===== src/sensor_condition_wait_table_unit_defines.svh =====
// ----------------------------------------------------------------------------
// Sensor condition wait table: assertion macros
// Shared concurrent check forms for the wait table RTL.
// ----------------------------------------------------------------------------
`ifndef SENSOR_CONDITION_WAIT_TABLE_UNIT_DEFINES_SVH
`define SENSOR_CONDITION_WAIT_TABLE_UNIT_DEFINES_SVH

// Consequent must hold in the same cycle as the antecedent.
`define SCWT_ASSERT_NOW(label, clk, rst_n, ante, cons) \
  label: assert property (@(posedge clk) disable iff (!rst_n) (ante) |-> (cons)) \
    else $error("scwt: same-cycle check failed");

// Consequent must hold in the cycle after the antecedent.
`define SCWT_ASSERT_NEXT(label, clk, rst_n, ante, cons) \
  label: assert property (@(posedge clk) disable iff (!rst_n) (ante) |=> (cons)) \
    else $error("scwt: next-cycle check failed");

`endif


===== src/scwt_pkg.sv =====
// ----------------------------------------------------------------------------
// Sensor condition wait table package
// Beat types, status codes and shared constants.
// ----------------------------------------------------------------------------
package scwt_pkg;

  // Operation codes
  localparam logic OP_SUBSCRIBE = 1'b0;
  localparam logic OP_POLL      = 1'b1;

  // Status codes
  localparam logic [1:0] STATUS_STORED = 2'd0;
  localparam logic [1:0] STATUS_DUP    = 2'd1;
  localparam logic [1:0] STATUS_FULL   = 2'd2;
  localparam logic [1:0] STATUS_POLL   = 2'd3;

  // Release limit per poll
  localparam int unsigned MAX_RESULTS = 8;
  localparam int unsigned CNT_W       = $clog2(MAX_RESULTS + 1);

  typedef struct packed {
    logic        operation;
    logic [3:0]  waiter_id;
    logic [31:0] sensor_mask;
    logic        expected_level;
    logic [31:0] sensor_word;
  } in_t;

  typedef struct packed {
    logic [1:0] status;
    logic       released;
    logic [3:0] released_id;
    logic       last;
  } out_t;

  // One table entry as held in memory
  typedef struct packed {
    logic [3:0]  waiter;
    logic [31:0] mask;
    logic        level;
  } entry_t;

  // Compare unit results
  typedef struct packed {
    logic met;
    logic id_eq;
  } match_t;

endpackage


===== src/scwt_ram.sv =====
// ----------------------------------------------------------------------------
// Generic RAM
// One write port, one read port, registered read data.
// ----------------------------------------------------------------------------
module scwt_ram #(
  parameter int unsigned WIDTH = 8,
  parameter int unsigned DEPTH = 8,
  localparam int unsigned AW = (DEPTH > 1) ? $clog2(DEPTH) : 1
) (
  input  logic             clk_i,
  input  logic             we_i,
  input  logic [AW-1:0]    waddr_i,
  input  logic [WIDTH-1:0] wdata_i,
  input  logic [AW-1:0]    raddr_i,
  output logic [WIDTH-1:0] rdata_o
);

  logic [WIDTH-1:0] mem_q [DEPTH];
  logic [WIDTH-1:0] rdata_q;

  // Write port
  always_ff @(posedge clk_i) begin
    if (we_i) begin
      mem_q[waddr_i] <= wdata_i;
    end
  end

  // Registered read port
  always_ff @(posedge clk_i) begin
    rdata_q <= mem_q[raddr_i];
  end

  assign rdata_o = rdata_q;

endmodule


===== src/scwt_match.sv =====
// ----------------------------------------------------------------------------
// Wait table compare unit
// Evaluates one entry per cycle: sensor condition and waiter id match.
// ----------------------------------------------------------------------------
module scwt_match (
  input  scwt_pkg::entry_t entry_i,
  input  logic [31:0]      word_i,
  input  logic [3:0]       id_i,
  output scwt_pkg::match_t match_o
);
  import scwt_pkg::*;

  logic any_set;

  // Level 0 waits for all masked bits clear, level 1 for any set
  assign any_set       = |(word_i & entry_i.mask);
  assign match_o.met   = entry_i.level ? any_set : !any_set;
  assign match_o.id_eq = (entry_i.waiter == id_i);

endmodule


===== src/scwt_ctrl.sv =====
// ----------------------------------------------------------------------------
// Wait table sequencer
// Walks the slots one per cycle for subscribe and poll, unless a poll release
// waits on a full output; holds valid bits.
module scwt_ctrl #(
  parameter int unsigned TABLE_SLOTS = 8,
  localparam int unsigned IDX_W = (TABLE_SLOTS > 1) ? $clog2(TABLE_SLOTS) : 1
) (
  input  logic                 clk_i,
  input  logic                 rst_ni,
  input  logic                 in_valid_i,
  output logic                 in_ready_o,
  input  scwt_pkg::in_t        in_data_i,
  input  logic                 out_free_i,
  output logic                 res_push_o,
  output scwt_pkg::out_t       res_o,
  output logic                 ram_we_o,
  output logic [IDX_W-1:0]     ram_waddr_o,
  output scwt_pkg::entry_t     ram_wdata_o,
  output logic [IDX_W-1:0]     ram_raddr_o,
  input  scwt_pkg::entry_t     ram_rdata_i
);
  import scwt_pkg::*;

  typedef enum logic [2:0] {
    ST_IDLE   = 3'b001,
    ST_WALK   = 3'b010,
    ST_FINISH = 3'b100
  } state_e;

  localparam logic [IDX_W-1:0] LAST_IDX = IDX_W'(TABLE_SLOTS - 1);
  localparam logic [CNT_W-1:0] CNT_MAX  = CNT_W'(MAX_RESULTS);

  state_e                 state_q, state_d;
  logic [IDX_W-1:0]       idx_q, idx_d;
  logic [TABLE_SLOTS-1:0] valid_q, valid_d;
  logic                   op_q, op_d;
  logic [3:0]             id_q, id_d;
  logic [31:0]            mask_q, mask_d;
  logic                   level_q, level_d;
  logic [31:0]            word_q, word_d;
  logic                   dup_q, dup_d;
  logic                   free_found_q, free_found_d;
  logic [IDX_W-1:0]       free_slot_q, free_slot_d;
  logic                   pend_valid_q, pend_valid_d;
  logic [3:0]             pend_id_q, pend_id_d;
  logic [CNT_W-1:0]       cnt_q, cnt_d;

  logic                   ent_valid;
  logic                   hit;
  logic                   step_ok;
  match_t                 match;

  // Shared compare unit, one slot per cycle while the walk is not stalled
  scwt_match u_match (
    .entry_i (ram_rdata_i),
    .word_i  (word_q),
    .id_i    (id_q),
    .match_o (match)
  );

  assign ent_valid = valid_q[idx_q];
  assign hit       = (op_q == OP_POLL) && ent_valid && match.met && (cnt_q < CNT_MAX);

  // Sequencer
  always_comb begin
    state_d      = state_q;
    idx_d        = idx_q;
    valid_d      = valid_q;
    op_d         = op_q;
    id_d         = id_q;
    mask_d       = mask_q;
    level_d      = level_q;
    word_d       = word_q;
    dup_d        = dup_q;
    free_found_d = free_found_q;
    free_slot_d  = free_slot_q;
    pend_valid_d = pend_valid_q;
    pend_id_d    = pend_id_q;
    cnt_d        = cnt_q;
    step_ok      = 1'b1;
    res_push_o   = 1'b0;
    res_o        = '0;
    ram_we_o     = 1'b0;

    case (state_q)
      ST_IDLE: begin
        if (in_valid_i) begin
          op_d         = in_data_i.operation;
          id_d         = in_data_i.waiter_id;
          mask_d       = in_data_i.sensor_mask;
          level_d      = in_data_i.expected_level;
          word_d       = in_data_i.sensor_word;
          idx_d        = '0;
          dup_d        = 1'b0;
          free_found_d = 1'b0;
          free_slot_d  = '0;
          pend_valid_d = 1'b0;
          pend_id_d    = '0;
          cnt_d        = '0;
          state_d      = ST_WALK;
        end
      end

      ST_WALK: begin
        if (op_q == OP_POLL) begin
          // A new release flushes the held one as a non-final beat
          if (hit && pend_valid_q) begin
            if (out_free_i) begin
              res_push_o        = 1'b1;
              res_o.status      = STATUS_POLL;
              res_o.released    = 1'b1;
              res_o.released_id = pend_id_q;
              res_o.last        = 1'b0;
            end else begin
              step_ok = 1'b0;
            end
          end
          if (step_ok && hit) begin
            pend_valid_d   = 1'b1;
            pend_id_d      = ram_rdata_i.waiter;
            cnt_d          = cnt_q + CNT_W'(1);
            valid_d[idx_q] = 1'b0;
          end
        end else begin
          // Duplicate check and lowest free slot
          if (ent_valid && match.id_eq) begin
            dup_d = 1'b1;
          end else if (!ent_valid && !free_found_q) begin
            free_found_d = 1'b1;
            free_slot_d  = idx_q;
          end
        end
        if (step_ok) begin
          if (dup_d || (idx_q == LAST_IDX)) begin
            state_d = ST_FINISH;
          end else begin
            idx_d = idx_q + IDX_W'(1);
          end
        end
      end

      ST_FINISH: begin
        if (out_free_i) begin
          res_push_o = 1'b1;
          res_o.last = 1'b1;
          if (op_q == OP_POLL) begin
            res_o.status      = STATUS_POLL;
            res_o.released    = pend_valid_q;
            res_o.released_id = pend_id_q;
          end else if (dup_q) begin
            res_o.status = STATUS_DUP;
          end else if (free_found_q) begin
            res_o.status         = STATUS_STORED;
            ram_we_o             = 1'b1;
            valid_d[free_slot_q] = 1'b1;
          end else begin
            res_o.status = STATUS_FULL;
          end
          state_d = ST_IDLE;
        end
      end

      default: begin
        state_d = ST_IDLE;
      end
    endcase
  end

  assign in_ready_o  = (state_q == ST_IDLE);
  assign ram_raddr_o = idx_d;
  assign ram_waddr_o = free_slot_q;
  assign ram_wdata_o = '{waiter: id_q, mask: mask_q, level: level_q};

  // Control state
  always_ff @(posedge clk_i or negedge rst_ni) begin
    if (!rst_ni) begin
      state_q      <= ST_IDLE;
      valid_q      <= '0;
      idx_q        <= '0;
      dup_q        <= 1'b0;
      free_found_q <= 1'b0;
      pend_valid_q <= 1'b0;
      cnt_q        <= '0;
    end else begin
      state_q      <= state_d;
      valid_q      <= valid_d;
      idx_q        <= idx_d;
      dup_q        <= dup_d;
      free_found_q <= free_found_d;
      pend_valid_q <= pend_valid_d;
      cnt_q        <= cnt_d;
    end
  end

  // Item payload
  always_ff @(posedge clk_i) begin
    op_q        <= op_d;
    id_q        <= id_d;
    mask_q      <= mask_d;
    level_q     <= level_d;
    word_q      <= word_d;
    free_slot_q <= free_slot_d;
    pend_id_q   <= pend_id_d;
  end

endmodule


===== src/sensor_condition_wait_table_unit.sv =====
// ----------------------------------------------------------------------------
// Sensor condition wait table unit
// Holds waiters on sensor bit conditions; releases them on poll beats.
//
//   Channel | Dir | Handshake               | Payload
//   --------+-----+-------------------------+----------------------------
//   in      | in  | in_valid_i / in_ready_o | in_data_i  (scwt_pkg::in_t)
//   out     | out | out_valid_o/out_ready_i | out_data_o (scwt_pkg::out_t)
//
// An item is accepted in the idle state; the sequencer then walks the slots one
// per cycle through the shared compare unit (entries read from the two-port
// table memory), then emits the final beat, and only then accepts the next item.
// A duplicate subscribe ends the walk at the matching slot.
// A beat that finds the output register full and not taken waits, and the walk holds.
// Reset clears all slot valid bits at once; no clearing pass.
// ----------------------------------------------------------------------------
`include "sensor_condition_wait_table_unit_defines.svh"

module sensor_condition_wait_table_unit #(
  parameter int unsigned TABLE_SLOTS = 8
) (
  input  logic           clk_i,
  input  logic           rst_ni,
  input  logic           in_valid_i,
  output logic           in_ready_o,
  input  scwt_pkg::in_t  in_data_i,
  output logic           out_valid_o,
  input  logic           out_ready_i,
  output scwt_pkg::out_t out_data_o
);
  import scwt_pkg::*;

  localparam int unsigned IDX_W = (TABLE_SLOTS > 1) ? $clog2(TABLE_SLOTS) : 1;

  logic             out_free;
  logic             res_push;
  out_t             res;
  logic             ram_we;
  logic [IDX_W-1:0] ram_waddr;
  logic [IDX_W-1:0] ram_raddr;
  entry_t           ram_wdata;
  entry_t           ram_rdata;
  logic             out_valid_q;
  out_t             out_q;
  logic             rel_beat;

  // Sequencer
  scwt_ctrl #(
    .TABLE_SLOTS (TABLE_SLOTS)
  ) u_ctrl (
    .clk_i       (clk_i),
    .rst_ni      (rst_ni),
    .in_valid_i  (in_valid_i),
    .in_ready_o  (in_ready_o),
    .in_data_i   (in_data_i),
    .out_free_i  (out_free),
    .res_push_o  (res_push),
    .res_o       (res),
    .ram_we_o    (ram_we),
    .ram_waddr_o (ram_waddr),
    .ram_wdata_o (ram_wdata),
    .ram_raddr_o (ram_raddr),
    .ram_rdata_i (ram_rdata)
  );

  // Entry table memory
  scwt_ram #(
    .WIDTH ($bits(entry_t)),
    .DEPTH (TABLE_SLOTS)
  ) u_table (
    .clk_i   (clk_i),
    .we_i    (ram_we),
    .waddr_i (ram_waddr),
    .wdata_i (ram_wdata),
    .raddr_i (ram_raddr),
    .rdata_o (ram_rdata)
  );

  // Output register
  assign out_free = !out_valid_q || out_ready_i;

  always_ff @(posedge clk_i or negedge rst_ni) begin
    if (!rst_ni) begin
      out_valid_q <= 1'b0;
    end else if (res_push) begin
      out_valid_q <= 1'b1;
    end else if (out_ready_i) begin
      out_valid_q <= 1'b0;
    end
  end

  always_ff @(posedge clk_i) begin
    if (res_push) begin
      out_q <= res;
    end
  end

  assign out_valid_o = out_valid_q;
  assign out_data_o  = out_q;

  // Checks
  assign rel_beat = res.released && (res.status == STATUS_POLL);

  `SCWT_ASSERT_NOW(a_push_into_free, clk_i, rst_ni, res_push, out_free)
  `SCWT_ASSERT_NOW(a_nonfinal_is_release, clk_i, rst_ni, res_push && !res.last, rel_beat)
  `SCWT_ASSERT_NEXT(a_busy_after_accept, clk_i, rst_ni, in_valid_i && in_ready_o, !in_ready_o)
  `SCWT_ASSERT_NEXT(a_idle_after_last, clk_i, rst_ni, res_push && res.last, in_ready_o)

endmodule

===== config.mk =====
export PLATFORM = sky130hd
export DESIGN_NAME = sensor_condition_wait_table_unit
export DESIGN_NICKNAME = d
export VERILOG_FILES = /design/src/scwt_pkg.sv /design/src/scwt_ram.sv /design/src/scwt_match.sv /design/src/scwt_ctrl.sv /design/src/sensor_condition_wait_table_unit.sv
export VERILOG_INCLUDE_DIRS = /design/src /design/src/src
export SDC_FILE = /design/constraint.sdc
export NUM_CORES = 1
export LEC_CHECK = 0
export ABC_AREA = 1
export BUFFER_PORTS_ARGS = -buffer_cell sky130_fd_sc_hd__buf_2
export CAP_MARGIN = 25
export CORE_ASPECT_RATIO = 0.5
export CORE_MARGIN = 2
export CORE_UTILIZATION = 61
export DETAILED_ROUTE_END_ITERATION = 10
export PLACE_DENSITY = 0.8
export SLEW_MARGIN = 20
export SYNTH_ARGS = -nofsm -noshare
export SYNTH_HDL_FRONTEND = slang
export SYNTH_SLANG_ARGS = --single-unit

===== constraint.sdc =====
create_clock -name clk_i -period 7.1 [get_ports clk_i]
set_clock_uncertainty 0.2 [all_clocks]
set_input_delay 0.355 -clock clk_i [delete_from_list [all_inputs] [get_ports clk_i]]
set_output_delay 0.355 -clock clk_i [all_outputs]
set_load 0.005 [all_outputs]

==> results of run 1 <==
## power groups by stage
| stage | logic [mW] | registers, mW | clock network [mW] |
|---|---|---|---|
| after global placement | 2.49 | 3.44 | 0 |
| after floorplan | 2.22 | 3.38 | 0 |
| after detailed placement | 2.63 | 3.45 | 0 |
| final | 2.80 | 3.41 | 2.00 |
| after CTS | 2.70 | 3.40 | 2.00 |
| after global routing | 3.11 | 3.44 | 2.10 |
## how the worst max path moves through the flow
stage	from	endpoint	slack (ns)	cells after the start
after floorplan	u_ctrl.state_q[1]$_DFFE_PN0P_	u_table.mem_q[0][0]$_DFFE_PP_	1.46	5
after global placement	u_ctrl.word_q[31]$_DFFE_PP_	u_table.rdata_o[25]$_DFF_P_	3.18	18
after detailed placement	u_ctrl.word_q[31]$_DFFE_PP_	u_table.rdata_o[16]$_DFF_P_	3.00	18
after CTS	u_ctrl.word_q[31]$_DFFE_PP_	u_table.rdata_o[0]$_DFF_P_	2.92	18
after global routing	u_ctrl.word_q[31]$_DFFE_PP_	u_table.rdata_o[0]$_DFF_P_	2.62	18
final	u_ctrl.word_q[31]$_DFFE_PP_	u_table.rdata_o[0]$_DFF_P_	2.92	20
## kinds of logic after synthesis
logic type      after synthesis  synth area share (%)
compound gates               42                  1.47
simple gates                729                  19.5
fa+ha+maj                     3                 0.221
xor+xnor                      6                 0.309
flops                       440                  74.8
buf+inv                     116                  3.69
## timing repair
| item | 4_1_cts | 5_1_grt |
|---|---|---|
| hold endpoints to repair | 93 | 0 |
| buffers inserted | 0 | 0 |
| hold buffers | 72 | 0 |
## tightest hold or removal path, stage by stage
cell	delay [ns]
buf_2	0.08
nor2_1	0.11
inv_1	0.11
nand3_1	0.07
## cells in the mapped netlist, types with 2 or more instances
master and n:
a21oi_1 4, buf_2 22, buf_4 18, buf_6 13, clkbuf_1 24, clkinv_1 3
dfrtp_1 21, dfxtp_1 37, edfxtp_1 381, ha_1 3, inv_1 32, inv_2 4
nand2_1 280, nand2_2 4, nand3_1 390, nand3_2 2, nand4_1 5, nor2_1 28
nor3_1 7, nor3b_1 4, nor4_1 6, o21ai_0 25, o2bb2ai_1 3, o41ai_1 2
xnor2_1 4, xor2_1 2
## through the flow
stage | hold slack [ns] | util, %
2_1_floorplan | -0.141 | -
3_3_place_gp | 0.138 | 64.0
3_5_place_dp | 0.149 | 64.0
4_1_cts | 0.0292 | 70.8
5_1_grt | 0.0593 | 71.1
6_report | 0.0452 | 71.1
## area by class of cell
cell class	count	area [sq um]	share of cell area [%]
clock buffers	47	973	4.97
clock inverters	20	194	0.990
multi-input cells	780	3740	19.1
inverters	39	146	0.747
diodes	1	2.50	0.0128
repair buffers	173	1320	6.72
well taps	382	478	2.44
flip-flops and latches	440	12700	65.0
## metal layers
metal	vias up	routed length [um]
met5	-	0
met4	0	827
met3	84	3820
met2	685	18900
met1	5534	14800
li1	5081	-
## sequential cells by signal (all words and copies together), names as in the netlist, 3 cells and up
name,count
u_ctrl.state_q,3
u_ctrl.mask_q,32
u_ctrl.ram_waddr_o,3
u_table.mem_q,296
u_ctrl.pend_id_q,4
u_table.rdata_o,37
u_ctrl.id_q,4
u_ctrl.word_q,32
u_ctrl.valid_q,8
u_ctrl.idx_q,3
u_ctrl.cnt_q,4
out_data_o,8
==> qor.yml, run 1 <==
drtIter0Drc: 1495
final.setup.worst_slack_ns: 2.92
syn_inst: 1336
critPathMostFrequentCell: "nand2_1"
rows: 43
netlist_area_sq_um: 17000
clkSlewWorstSetupHoldPaths_ns: 0.07
viasPerCell: 6.05
max-vdd-ir-drop_mv: 0.445
reg2reg_depth: 20
regToRegEndpoint: "u_table.rdata_o[0]$_DFF_P_"
finalCriticalPeriod_ns: 4.18
dieArea_sq_um: 29300
status: "complete, no violations"
cpMaxStageDelayCell: "buf_4"
place_area_sq_um: 17600
slew_headroom_pct: 28.8
clkLatencyLatePin_ns: 0.54
die-width_um: 240
hp-start: "out_ready_i"
synthFlopType: "edfxtp_1"
area_delta_synth_final_pct: 15.1
hold_path_class: "input pin to flip-flop"
ant_nets: 0
avgRoutedWirePerCell_um: 20.4
ys_ff_latch: 440
fin_crit_sh_pct: 58.9
synth_top_area_share_pct: 67.3
p_per_area_nw_per_um2: 419
grt_busiest_layer: "met2"
grt_max_degree: 150
worst_path_dominant_cell_family: "simple AND/OR/NAND/NOR gates"
ys_seq_area_share_pct: 74.8
io-pin-count: 84
netSwitchingPower_mw: 3.09
required_ns: 7.30
clockPowerShare_pct: 24.4
fmax_mhz: 239
cp_max_fo: 56
antenna_found_initial: 0
layout.cells.most_common_list: "389 x nand3_1, 381 x edfxtp_1, 280 x nand2_1"
synth_top_area_cell: "edfxtp_1"
cp-start-kind: "flip-flop"
synth_cell_types: 38
clock_sinks: 440
drc_errors: 0
wirelength_mm: 38.3
cts-root-buf: "clkbuf_16"
pwr-share-comb_pct: 34.1
vias: 11400
criticalPathCategory: "flip-flop to flip-flop"
fillers: 1741
grt_pass1_vias: 11100
dieHeight_um: 122
final-setup-viol-count: 0
power_leakage_nw: 7.20
reg2reg_from: "u_ctrl.word_q[31]$_DFFE_PP_"
end_kind: "flip-flop"
use_met1_pct: 36.0
grt_pass1_wl_mm: 59.1
final_common_cell: "nand3_1"
ctsResizeCount: 0
gp_congestion: 0.860
power_frac_seq_pct: 41.5
dp_cells: 1739
start_util_pct: 61.8
grt_use_met2_pct: 43.7
overflow: 0
fin_cells: 1882
cpPeakStageDelay_ns: 0.68
crit_chain: "nand2_1, nand2_1, nor2_1, nand2_1, nor2_1, nand2_1, nand2_1, nand2_1, nor2_2, nand3_2, clkinv_1, nand2_1, nand3_1, nand2_2, buf_4, inv_2, buf_4, nand3_1, nand3_1, nand2_1"
holdPathEnd: "out_valid_o$_DFFE_PN0P_"
core_sq_um: 27500
dpl.hpwl_mm: 18.3
critical_path_arrival_ns: 4.39
pre_cts_ws_ns: 3.00
syn_nets: 1413
met3_usage_pct: 4.76
ctsHtreeMaxLevel: 2
portBuffers: 83
synth.avg_cell_area_sq_um: 12.7
synth_edf_count: 381
drt-pass1-iter-count: 6
cap_violations: 0
synthTopCellsByArea: "edfxtp_1 67%, nand3_1 11%, nand2_1 6.2%"
ys_warn_count: 0
cts_tree: "built"
cts_inserted_buffers: 37
async_flop_share_pct: 5.00
whs_path_depth: 4
num-nets-final: 1548
tightestPinTransition_ns: 1.05
drive_above_1_share_pct: 12.1
p_int_mw: 5.12
hold_viol: 0
clockBufferDepth: 3
rrSetupSlack_ns: 2.92
rsz0062_at_grt: "false"
switching_share_pct: 37.6
crit_buf_inv: 4
totalPowerFinal_mw: 8.21
finalMaxSlewViolations: 0
tns_ns: 0
gr-usage-all-layers_pct: 26.5
stdcell_area_sq_um: 19600
Note: power is estimated with default switching activity, not from simulation.
==> inputs of run 2 (changes only) <==
Settings changed: ABC_AREA 1 to 0, CORE_UTILIZATION 61 to 55, PLACE_DENSITY 0.8 to 0.77.
Clock period 7.1 ns to 3.4 ns, I/O delays scaled along.
==> run 2 against run 1 <==
Against the previous run: the run now ends with negative setup slack left; synthesized cell count shrank 33%; flip-flop and latch count is the same; wire length down 4.4%; combinational power up 30%; critical path depth down 7; cell area is 5.0% higher; sequential share of layout area fell by 3.1 points; first-iteration DRC count fell by 41%; critical path type unchanged; critical endpoint is now u_table.rdata_o[21]$_DFF_P_; highest routed layer unchanged.
==> qor.yml, run 2 <==
status: "complete, but fails checks"
violations: "negative setup slack"
max-vdd-ir-drop_mv: 0.416  # -6.5%
synth_top_area_share_pct: 69.2  # +1.9 points
dieHeight_um: 127  # +3.7%
start_util_pct: 56.5  # -5.3 points
antenna_found_initial: 0  # unchanged
largest_reg_flops: 296  # unchanged
cp-start-kind: "flip-flop"
drc_errors: 0  # unchanged
rows: 44  # +2.3%
portBuffers: 83  # unchanged
drive_above_1_share_pct: 25.1  # +13 points
power_leakage_nw: 7.69  # +6.8%
layout.cells.most_common_list: "381 x edfxtp_1, 203 x mux2i_1, 84 x buf_2"
num-nets-final: 1201  # -22%
synth_common_cells: "381 x edfxtp_1, 227 x mux2i_1, 37 x dfxtp_1, 37 x mux2_2, 29 x nor2_1"
reg2reg_depth: 13  # -35%
cp_max_fo: 19  # -66%
synthFlopType: "edfxtp_1"
rrSetupSlack_ns: -0.18  # -3.10 ns
fillers: 1700  # -2.4%
drtIter0Drc: 887  # -41%
dieArea_sq_um: 31600  # +7.6%
grt_pass1_wl_mm: 53.5  # -9.4%
wirelength_mm: 36.6  # -4.4%
criticalPathCategory: "flip-flop to flip-flop"
final-setup-viol-count: 37  # +37
final_core_util_pct: 70.2  # -0.87 points
critPathLaunch: "u_ctrl.word_q[27]$_DFFE_PP_"
cts_inserted_buffers: 38  # +2.7%
clkSlewWorstSetupHoldPaths_ns: 0.07  # about the same
gr-usage-all-layers_pct: 22.7  # -3.9 points
synth_cell_types: 44  # +16%
die-width_um: 249  # +3.8%
whs_ns: 0.136  # +0.0908 ns
synth.avg_cell_area_sq_um: 18.5  # +45%
grt_pass1_vias: 9103  # -18%
pre_cts_ws_ns: -0.222  # -3.22 ns
p_per_area_nw_per_um2: 736  # +76%
yosysMostFrequentCell: "edfxtp_1"
dpl.hpwl_mm: 17.9  # -2.2%
core_sq_um: 29300  # +6.3%
required_ns: 3.62  # -3.68 ns
end_kind: "flip-flop"
clockBufferDepth: 3  # unchanged
hp-start: "in_data_i[46]"
io-pin-count: 84  # unchanged
synthTopCellsByArea: "edfxtp_1 69%, mux2i_1 14%, dfxtp_1 4.5%"
hold_path_class: "input pin to flip-flop"
syn_inst: 895  # -33%
worstSetupEndpoint: "u_table.rdata_o[21]$_DFF_P_"
finalMaxSlewViolations: 0  # unchanged
area_delta_synth_final_pct: 24.4
ys_seq_area_share_pct: 77.0  # +2.1 points
critical_path_arrival_ns: 3.80  # -0.59 ns
ctsHtreeMaxLevel: 2  # unchanged
place_area_sq_um: 18000  # +2.0%
syn_nets: 972  # -31%
overflow: 0  # unchanged
hold_viol: 0  # unchanged
ys_ff_latch: 440  # unchanged
clock_sinks: 440  # unchanged
synth_edf_count: 381  # unchanged
final_common_cell: "edfxtp_1"
regToRegEndpoint: "u_table.rdata_o[21]$_DFF_P_"
gp_congestion: 0.783  # -9.0%
finalCriticalPeriod_ns: 3.58  # -0.602 ns
synth_top_area_cell: "edfxtp_1"
grt_max_degree: 73  # -51%
cap_violations: 0  # unchanged
tns_ns: -4.73  # -4.73 ns
async_flop_share_pct: 5.00  # unchanged
reg2reg_from: "u_ctrl.word_q[27]$_DFFE_PP_"
cts-root-buf: "clkbuf_16"
tightestPinTransition_ns: 0.705  # -0.350 ns
fmax_mhz: 279  # +17%
netlist_area_sq_um: 16500  # -2.8%
ant_nets: 0  # unchanged
num_antenna_cells: 0  # -1
clkLatencyLatePin_ns: 0.55  # about the same
viasPerCell: 5.79  # -4.3%
cts_tree: "built"
regMostFlops: "u_table.mem_q"
rsz0062_at_grt: "true"
stdcell_area_sq_um: 20600  # +5.0%
slew_headroom_pct: 52.4  # +24 points
drt-pass1-iter-count: 5  # -1
fin_crit_sh_pct: 105  # +46 points
vias: 8942  # -21%
ys_warn_count: 0  # unchanged
avgRoutedWirePerCell_um: 23.7  # +17%
final.setup.worst_slack_ns: -0.181  # -3.10 ns
## run 2: power breakdown
part	switching (mW)	total [mW]	internal [mW]	leakage, nW
logic	1.67	3.65	1.98	2.99
registers	0.483	7.07	6.59	4.07
clock network	1.92	4.42	2.50	0.619
total	4.07	15.1	11.1	7.69
## run 2: layout make-up
cell class,instances,area (sq um),area share [%]
clock inverters,18,216,1.05
well taps,391,489,2.38
repair buffers,224,2170,10.5
inverters,6,26.3,0.128
flip-flops and latches,440,12700,61.9
multi-input cells,414,3890,18.9
clock buffers,51,1050,5.11
## run 2: what timing repair did
item,CTS,global route
hold buffers,75,0
buffers inserted,7,3
gates cloned,3,5
resized for setup,27,31
setup endpoints to repair,37,37
pin swaps,6,2
hold endpoints to repair,97,0
## run 2: through the flow
stage	power (mW)	cells
final	15.1	1544
after global routing	15.6	1544
after CTS	14.7	1536
after detailed placement	9.88	1382
after global placement	9.78	1382
after floorplan	8.91	895
## run 2: worst min-delay path by stage
| stage | to | slack [ns] | depth (start not counted) |
|---|---|---|---|
| finish | u_ctrl.mask_q[13]$_DFFE_PP_ | 0.14 | 2 |
| detailed placement | u_ctrl.state_q[2]$_DFFE_PN0P_ | -0.03 | 1 |
| global placement | u_ctrl.state_q[2]$_DFFE_PN0P_ | -0.04 | 1 |
| CTS | u_ctrl.mask_q[9]$_DFFE_PP_ | 0.11 | 2 |
| global route | u_ctrl.mask_q[11]$_DFFE_PP_ | 0.12 | 2 |
| floorplan | out_valid_o$_DFFE_PN0P_ | -0.33 | 0 |
## run 2: kinds of logic after synthesis
logic type               share of synthesized area (%)
flip-flops                                        77.0
XOR/XNOR                                         0.265
AO/OA/AOI/OAI                                     2.07
AND/OR/NAND/NOR                                   2.81
buffers and inverters                             1.33
multiplexers                                      16.3
adder cells (fa/ha/maj)                          0.227
## run 2: metal layers
metal / up-vias / GRT usage, % / wire length, um
met1: 4607 / 30.1 / 15400
met5: - / 0 / 0
met4: 0 / 7.37 / 956
met3: 73 / 3.69 / 1900
li1: 3948 / - / -
met2: 314 / 38.9 / 18400
## run 2: critical path: stages (launching register included)
cell      delay, ns
edfxtp_1       0.41
a22oi_1        0.30
nand4_1        0.17
nor4_2         0.32
buf_4          0.19
xnor2_4        0.08
o31ai_4        0.32
mux2i_4        0.32
buf_12         0.16
buf_12         0.14
buf_12         0.19
mux2i_2        0.25
mux2i_1        0.12
mux2_2         0.28
